`config.mk`:
```
export PLATFORM = sky130hd
export DESIGN_NAME = space_saving_heavy_hitters_unit
export DESIGN_NICKNAME = d
export VERILOG_FILES = /design/src/rtl/sshh_pkg.sv /design/src/rtl/sshh_table.sv /design/src/rtl/space_saving_heavy_hitters_unit.sv
export VERILOG_INCLUDE_DIRS = /design/src /design/src/rtl
export SDC_FILE = /design/constraint.sdc
export NUM_CORES = 2
export LEC_CHECK = 0
export ABC_CLOCK_PERIOD_IN_PS = 8200
export BUFFER_PORTS_ARGS = -buffer_cell sky130_fd_sc_hd__buf_2
export CORE_MARGIN = 8
export CORE_UTILIZATION = 60
export CTS_CLUSTER_SIZE = 12
export DETAILED_ROUTE_END_ITERATION = 8
export PLACE_DENSITY = 0.79
export SKIP_LAST_GASP = 1
export SYNTH_ARGS = -nofsm -noshare
export SYNTH_HDL_FRONTEND = slang
export SYNTH_SLANG_ARGS = --single-unit
```
`constraint.sdc`:
```
create_clock -name clk -period 8.2 [get_ports clk]
set_input_delay 0.82 -clock clk [delete_from_list [all_inputs] [get_ports clk]]
set_output_delay 0.82 -clock clk [all_outputs]
set_load 0.05 [all_outputs]
```
`src/rtl/assert_macros.svh`:
```
// Assertion macros shared by the heavy hitter RTL.
// Expects signals named clk and rst in the scope of each use.
`ifndef ASSERT_MACROS_SVH
`define ASSERT_MACROS_SVH

// Check cons in every cycle where ante holds, outside reset.
`define CHK_IMPLY(lbl, ante, cons) \
  lbl: assert property (@(posedge clk) disable iff (rst) (ante) |-> (cons)) \
    else $error("assertion failed");

// Check expr in every cycle outside reset.
`define CHK_ALWAYS(lbl, expr) \
  lbl: assert property (@(posedge clk) disable iff (rst) (expr)) \
    else $error("assertion failed");

`endif

```
`src/rtl/sshh_pkg.sv`:
```
// Shared constants, types and helpers for the heavy hitter counter.
// No dependencies; used by sshh_table and space_saving_heavy_hitters_unit.
`timescale 1ns / 1ps

package sshh_pkg;

  localparam int TABLE_SLOTS = 64;
  localparam int KEY_W       = 32;
  localparam int CNT_W       = 32;
  localparam int SLOT_W      = $clog2(TABLE_SLOTS);
  localparam int OCC_W       = $clog2(TABLE_SLOTS + 1);
  localparam int ENTRY_W     = KEY_W + CNT_W;

  localparam logic [CNT_W-1:0] CNT_MAX = '1;
  localparam logic [CNT_W-1:0] CNT_ONE = CNT_W'(1);

  // Write-back request from the sequencer to the table.
  typedef struct packed {
    logic              en;
    logic [SLOT_W-1:0] slot;
    logic [KEY_W-1:0]  key;
    logic [CNT_W-1:0]  count;
    logic              set_valid;
  } wr_req_t;

  // Outcome of one full table scan.
  typedef struct packed {
    logic              done;
    logic              found;
    logic [SLOT_W-1:0] match_slot;
    logic [CNT_W-1:0]  match_count;
    logic              have_free;
    logic [SLOT_W-1:0] free_slot;
    logic              have_min;
    logic [SLOT_W-1:0] min_slot;
    logic [KEY_W-1:0]  min_key;
    logic [CNT_W-1:0]  min_count;
  } scan_res_t;

  // Saturating increment of a count.
  function automatic logic [CNT_W-1:0] sat_inc(input logic [CNT_W-1:0] v);
    return (v == CNT_MAX) ? v : v + CNT_ONE;
  endfunction

endpackage

```
`src/rtl/sshh_table.sv`:
```
// Slot table: key/count memory, valid bits, occupancy and the scan engine.
// Depends on sshh_pkg and assert_macros.svh.
`timescale 1ns / 1ps

module sshh_table (
  input  logic                     clk,
  input  logic                     rst,
  input  logic                     start,
  input  logic [sshh_pkg::KEY_W-1:0] key,
  input  sshh_pkg::wr_req_t        wr,
  output sshh_pkg::scan_res_t      res
);
  import sshh_pkg::*;
  `include "assert_macros.svh"

  localparam logic [SLOT_W-1:0] LAST_SLOT = SLOT_W'(TABLE_SLOTS - 1);

  logic [ENTRY_W-1:0]     mem [TABLE_SLOTS];
  logic [ENTRY_W-1:0]     mem_q;
  logic [TABLE_SLOTS-1:0] valid;
  logic [OCC_W-1:0]       occupied;

  logic              issuing;
  logic [SLOT_W-1:0] issue_idx;
  logic              proc_vld;
  logic [SLOT_W-1:0] proc_idx;
  logic              done;

  logic              found;
  logic [SLOT_W-1:0] match_slot;
  logic [CNT_W-1:0]  match_count;
  logic              have_free;
  logic [SLOT_W-1:0] free_slot;
  logic              have_min;
  logic [SLOT_W-1:0] min_slot;
  logic [KEY_W-1:0]  min_key;
  logic [CNT_W-1:0]  min_count;

  logic [KEY_W-1:0]  ent_key;
  logic [CNT_W-1:0]  ent_cnt;

  assign ent_key = mem_q[ENTRY_W-1 -: KEY_W];
  assign ent_cnt = mem_q[CNT_W-1:0];

  // single-port style memory: one write, one registered read per cycle
  always_ff @(posedge clk) begin
    if (wr.en) begin
      mem[wr.slot] <= {wr.key, wr.count};
    end
    mem_q <= mem[issue_idx];
  end

  // address sweep and read pipeline
  always_ff @(posedge clk) begin
    if (rst) begin
      issuing   <= 1'b0;
      issue_idx <= '0;
      proc_vld  <= 1'b0;
      proc_idx  <= '0;
      done      <= 1'b0;
    end else begin
      proc_vld <= issuing;
      proc_idx <= issue_idx;
      done     <= proc_vld && (proc_idx == LAST_SLOT);
      if (start) begin
        issuing   <= 1'b1;
        issue_idx <= '0;
      end else if (issuing) begin
        issue_idx <= issue_idx + SLOT_W'(1);
        if (issue_idx == LAST_SLOT) begin
          issuing <= 1'b0;
        end
      end
    end
  end

  // match, first free and minimum count, one entry per cycle
  always_ff @(posedge clk) begin
    if (rst) begin
      found     <= 1'b0;
      have_free <= 1'b0;
      have_min  <= 1'b0;
    end else if (start) begin
      found     <= 1'b0;
      have_free <= 1'b0;
      have_min  <= 1'b0;
    end else if (proc_vld) begin
      if (valid[proc_idx]) begin
        if (!found && (ent_key == key)) begin
          found       <= 1'b1;
          match_slot  <= proc_idx;
          match_count <= ent_cnt;
        end
        if (!have_min || (ent_cnt < min_count)) begin
          have_min  <= 1'b1;
          min_slot  <= proc_idx;
          min_key   <= ent_key;
          min_count <= ent_cnt;
        end
      end else if (!have_free) begin
        have_free <= 1'b1;
        free_slot <= proc_idx;
      end
    end
  end

  // valid bits and occupancy follow each write-back
  always_ff @(posedge clk) begin
    if (rst) begin
      valid    <= '0;
      occupied <= '0;
    end else if (wr.en) begin
      valid[wr.slot] <= wr.set_valid;
      if (!valid[wr.slot] && wr.set_valid) begin
        occupied <= occupied + OCC_W'(1);
      end else if (valid[wr.slot] && !wr.set_valid) begin
        occupied <= occupied - OCC_W'(1);
      end
    end
  end

  assign res.done        = done;
  assign res.found       = found;
  assign res.match_slot  = match_slot;
  assign res.match_count = match_count;
  assign res.have_free   = have_free;
  assign res.free_slot   = free_slot;
  assign res.have_min    = have_min;
  assign res.min_slot    = min_slot;
  assign res.min_key     = min_key;
  assign res.min_count   = min_count;

  `CHK_ALWAYS(a_occ_matches_valid, occupied == OCC_W'($countones(valid)))
  `CHK_IMPLY(a_free_iff_not_full, done, have_free == (occupied != OCC_W'(TABLE_SLOTS)))

endmodule

```
`src/rtl/space_saving_heavy_hitters_unit.sv`:
```
// Top level of the space-saving heavy hitter counter: sequencer, threshold
// register and result register. Depends on sshh_pkg, sshh_table, assert_macros.svh.
`timescale 1ns / 1ps
//
//   channel    signals                               dir   word
//   key        key_valid, key_stall, key             in    one 32-bit key
//   result     result_valid, result_stall, hit,      out   one update outcome
//              evicted, evicted_key, key_count, reported
//   config     cfg_we, cfg_wdata                      in    report threshold
//
// The scan reads the key/count memory one slot per cycle through its single
// read port; then the sequencer picks the slot and writes it back once the
// result register can take the outcome.
// rst is synchronous: valid bits, occupancy and the sequencer clear at once,
// the threshold returns to all ones. Memory contents are left as they are.
// A stalled result holds the write-back until the result register frees up;
// a new key is taken while a finished result still waits downstream.

module space_saving_heavy_hitters_unit (
  input  logic                        clk,
  input  logic                        rst,
  input  logic                        key_valid,
  output logic                        key_stall,
  input  logic [sshh_pkg::KEY_W-1:0]  key,
  output logic                        result_valid,
  input  logic                        result_stall,
  output logic                        hit,
  output logic                        evicted,
  output logic [sshh_pkg::KEY_W-1:0]  evicted_key,
  output logic [sshh_pkg::CNT_W-1:0]  key_count,
  output logic                        reported,
  input  logic                        cfg_we,
  input  logic [sshh_pkg::CNT_W-1:0]  cfg_wdata
);
  import sshh_pkg::*;
  `include "assert_macros.svh"

  typedef enum logic [2:0] {
    ST_IDLE = 3'b001,
    ST_SCAN = 3'b010,
    ST_DONE = 3'b100
  } state_t;

  state_t            state, state_next;
  logic [KEY_W-1:0]  key_q;
  logic [CNT_W-1:0]  threshold;

  scan_res_t         res;
  wr_req_t           wr;

  logic              accept;
  logic              commit;
  logic [SLOT_W-1:0] sel_slot;
  logic [CNT_W-1:0]  new_count;
  logic              sel_hit;
  logic              sel_evict;
  logic [KEY_W-1:0]  sel_evicted_key;
  logic              sel_report;

  // Take a key only when no item is in flight.
  assign key_stall = (state != ST_IDLE);
  assign accept    = key_valid && !key_stall;
  // Write back once the result register can take the outcome.
  assign commit    = (state == ST_DONE) && (!result_valid || !result_stall);

  sshh_table u_table (
    .clk   (clk),
    .rst   (rst),
    .start (accept),
    .key   (key_q),
    .wr    (wr),
    .res   (res)
  );

  always_ff @(posedge clk) begin
    if (accept) begin
      key_q <= key;
    end
  end

  always_ff @(posedge clk) begin
    if (rst) begin
      threshold <= '1;
    end else if (cfg_we) begin
      threshold <= cfg_wdata;
    end
  end

  always_comb begin
    state_next = state;
    unique case (state)
      ST_IDLE: if (accept)     state_next = ST_SCAN;
      ST_SCAN: if (res.done)   state_next = ST_DONE;
      ST_DONE: if (commit)     state_next = ST_IDLE;
      default:                 state_next = ST_IDLE;
    endcase
  end

  always_ff @(posedge clk) begin
    if (rst) begin
      state <= ST_IDLE;
    end else begin
      state <= state_next;
    end
  end

  // Pick the slot: tracked key first, then lowest free slot, else evict
  // the lowest-numbered entry with the smallest count.
  always_comb begin
    sel_hit         = 1'b0;
    sel_evict       = 1'b0;
    sel_evicted_key = '0;
    if (res.found) begin
      sel_slot  = res.match_slot;
      new_count = sat_inc(res.match_count);
      sel_hit   = 1'b1;
    end else if (res.have_free) begin
      sel_slot  = res.free_slot;
      new_count = CNT_ONE;
    end else begin
      sel_slot        = res.min_slot;
      new_count       = sat_inc(res.min_count);
      sel_evict       = 1'b1;
      sel_evicted_key = res.min_key;
    end
    sel_report = (new_count > threshold);
  end

  // A reported key frees its slot in the same write.
  assign wr.en        = commit;
  assign wr.slot      = sel_slot;
  assign wr.key       = key_q;
  assign wr.count     = new_count;
  assign wr.set_valid = !sel_report;

  always_ff @(posedge clk) begin
    if (rst) begin
      result_valid <= 1'b0;
    end else if (commit) begin
      result_valid <= 1'b1;
    end else if (!result_stall) begin
      result_valid <= 1'b0;
    end
  end

  always_ff @(posedge clk) begin
    if (commit) begin
      hit         <= sel_hit;
      evicted     <= sel_evict;
      evicted_key <= sel_evicted_key;
      key_count   <= new_count;
      reported    <= sel_report;
    end
  end

  `CHK_IMPLY(a_done_only_in_scan, res.done, state == ST_SCAN)
  `CHK_IMPLY(a_evict_has_min, commit && !res.found && !res.have_free, res.have_min)

endmodule

```
==> results.py <==
metrics = {
    "global_route": {
        "grt_usage": 0.324,
        "grt_pass1_wl_um": 679000,
        "grt_start_max_net_pins": 150,
        "grt_pass1_vias": 87200,
        "overflow": 0,
        "antenna_found_initial": 23,
    },
    "synthesis": {
        "yosysSeqAreaShare": 0.778,
        "syn-num-nets": 7292,
        "synth_warnings": 0,
        "synth_edf_count": 4309,
        "ys.flop_type": "edfxtp_1",
        "ys_seq_elements": 4491,
        "synth.distinct_cells": 56,
        "netlist_area_um2": 171000,
        "ys_async_sr_fraction": 0,
        "syn_inst": 7157,
        "avgSynthCellArea_um2": 23.9,
    },
    "critical_path": {
        "crit_type": "register to register",
        "required_ns": 8.99,
        "path_cells": "and3_1 -> nand4_1 -> or4_1 -> nand2_1 -> nor3_1 -> xor2_1 -> a22o_2 -> ha_1 -> nand4_1 -> nor3_1 -> and4_1 -> a211oi_1 -> a21oi_4 -> buf_4 -> a211oi_1",
        "endpoint_kind": "register",
        "path_max_fanout": 66,
        "cpPeakStageDelay_ns": 0.98,
        "cp-start-kind": "register",
        "cp_top_family": "simple AND/OR/NAND/NOR gates",
        "worst-path-buf-inv": 1,
        "arrival_ns": 7.08,
        "slowest_stage": "a22o_2",
    },
    "timing": {
        "drv_slew": 0,
        "worst_pin_slew_ns": 1.34,
        "fmax_mhz": 159,
        "tns_ns": 0,
        "period_share": 0.768,
        "min_period_ns": 6.30,
        "hold_violations": 0,
        "rsz0062_at_grt": "no",
        "finalSetupViolCount": 0,
        "relSlewSlack": 0.0969,
        "clock_skew_ns": 0.0912,
    },
    "cts": {
        "path_clk_slew_ns": 0.06,
        "cts_tree": "done",
        "cts_buffers": 437,
        "cts.sinks": 4491,
        "clock_latency_ns": 1.00,
        "post_cts_buffers": 0,
        "clockRootBuffer": "clkbuf_16",
        "clockBufferDepth": 4,
        "cts_max_level": 5,
    },
    "place": {
        "postPlaceCellArea_um2": 178000,
        "gp_congestion": 0.913,
        "portBuffers": 137,
        "dp_hpwl_um": 234000,
        "placed_cells": 10900,
    },
    "pwr": {
        "leakagePower_nw": 57.8,
        "vdd_ir_drop_max_mv": 0.249,
        "power.density_nw_per_um2": 240,
    },
    "job": {
        "drv_cap": 0,
    },
    "outcome": {
        "status": "completed",
    },
    "floorplanning": {
        "core_area_um2": 284000,
        "start_util": 0.602,
        "die_w_um": 550,
        "ios": 138,
        "rows": 196,
        "die_y_um": 550,
        "dieArea_um2": 302000,
    },
    "finish": {
        "multi_input_area_um2": 37000,
        "drive_above_1_share": 0.298,
        "regArea_um2": 133000,
        "area_growth_pct": 12.0,
        "num-nets-final": 7776,
        "fillerInstances": 16100,
        "stdcell_count": 11700,
        "design_area_um2": 191000,
    },
    "route": {
        "ant_nets": 0,
        "drtPass1Iterations": 6,
        "num_vias": 86900,
        "routed_wl_um": 493000,
        "routed_via_density": 7.41,
        "wl_met2_um": 232000,
        "dr_wl_met3_um": 69100,
        "drc": 0,
        "top_layer_used": "met5",
        "wl_per_cell_um": 42.0,
        "drtIter0Drc": 15600,
        "wl_met1_um": 159000,
    },
    "worst_hold_path": {
        "hold_class": "primary input to register",
    },
}
-- where the power goes --
part / internal (mW) / switching, mW
sequential: 25.1 / 0.0490
clock: 10.5 / 8.57
combinational: 0.696 / 0.897
total: 36.3 / 9.51
-- state kept, by name (all words and copies together) (netlist names), 3 cells and up --
| name | flops |
|---|---|
| threshold | 32 |
| u_table.match_slot | 6 |
| u_table.min_key | 32 |
| u_table.mem_q | 64 |
| u_table.proc_idx | 6 |
| key_count | 32 |
| u_table.mem | 4096 |
| u_table.valid | 64 |
| u_table.min_slot | 6 |
| u_table.free_slot | 6 |
| state | 3 |
| u_table.min_count | 32 |
| evicted_key | 32 |
| u_table.match_count | 32 |
| key_q | 32 |
| u_table.issue_idx | 6 |
-- worst min-delay path: stages --
cell and delay (ns):
buf_2 0.08, nand2_1 0.04, o211ai_1 0.06
-- synth_stat cells, drive strengths merged, types with 6 or more instances --
| master | instances | area, um2 |
|---|---|---|
| a211oi | 74 | 556 |
| a21oi | 26 | 130 |
| dfxtp | 182 | 3640 |
| o22ai | 25 | 156 |
| nand4 | 40 | 250 |
| a21o | 7 | 52.6 |
| and2 | 34 | 213 |
| inv | 78 | 293 |
| and3 | 12 | 75.1 |
| nand3 | 35 | 175 |
| edfxtp | 4309 | 129000 |
| o21a | 6 | 45.0 |
| nor4 | 11 | 68.8 |
| buf | 141 | 699 |
| nor2b | 10 | 62.6 |
| clkbuf | 211 | 792 |
| mux2i | 25 | 250 |
| nor2 | 173 | 649 |
| xor2 | 36 | 315 |
| ha | 66 | 826 |
| nor3 | 24 | 120 |
| o21ai | 23 | 115 |
| and4 | 7 | 61.3 |
| o211ai | 39 | 293 |
| xnor2 | 50 | 438 |
| mux4 | 1353 | 30500 |
| nand2 | 101 | 379 |
-- final timing paths --
path                                from                  end  slack [ns]  cells past startpoint
setup / recovery  u_table.match_count[3]    u_table.valid[28]        1.90                     15
hold / removal              cfg_wdata[7]         threshold[7]        0.06                      3
setup reg to reg  u_table.match_count[3]    u_table.valid[28]        1.90                     15
hold reg to reg        u_table.mem_q[58]  u_table.min_key[26]        0.44                      0
-- per-layer routing --
metal  vias to the layer above  GRT usage
met5                         -          0
met4                        12      0.173
met3                      1644     0.0827
met2                      8449      0.510
met1                     45200      0.423
li1                      31600          -
-- layout make-up --
class	count	share of cell area
sequential	4491	0.695
multi-input combinational	2235	0.193
clock buffer	688	0.0643
tap	3762	0.0246
timing repair buffer	397	0.0158
clock inverter	75	0.00514
inverter	79	0.00156
antenna	6	0.0000784
-- cells in the final DEF, fill, tap and decap left out, types with 12 or more instances in the layout --
cell,instances
a21oi_1,24
and2_1,34
buf_4,211
nand2_1,100
and3_1,12
buf_2,137
o22ai_4,21
clkinv_16,12
nor2_4,64
xor2_1,36
nand4_1,40
clkbuf_8,39
nor3_1,23
clkinv_1,25
ha_1,66
clkinv_2,16
nand3_1,35
inv_1,74
buf_12,27
mux4_2,1353
mux2i_1,25
o211ai_1,39
xnor2_1,50
edfxtp_1,4309
nor2_1,109
clkbuf_1,209
dlygate4sd3_1,22
o21ai_0,20
clkbuf_16,439
a211oi_1,74
dfxtp_1,176
-- stage by stage --
step | total power, mW | utilization | setup slack (ns) | hold slack (ns)
after floorplan | 26.7 | - | 1.77 | 0.408
after global placement | 27.1 | 0.626 | 2.29 | 0.431
after detailed placement | 27.2 | 0.626 | 2.13 | 0.433
after CTS | 45.9 | 0.674 | 2.09 | 0.00429
after global routing | 46.8 | 0.674 | 1.58 | 0.0636
final | 45.9 | 0.674 | 1.90 | 0.0642
-- logic make-up after synthesis --
family          count (synthesis)  share of synthesized area
fa+ha+maj                      66                    0.00483
buf+inv                       431                     0.0105
xor+xnor                       86                    0.00441
mux                          1380                      0.180
simple gates                  472                     0.0131
compound gates                231                    0.00937
flops                        4491                      0.778
-- repair_timing --
item	CTS	global route
hold buffers	22	0
hold endpoints to repair	22	0
resized for setup	0	0
endpoints found under the setup margin	0	0
Note: power is estimated with default switching activity, not from simulation.
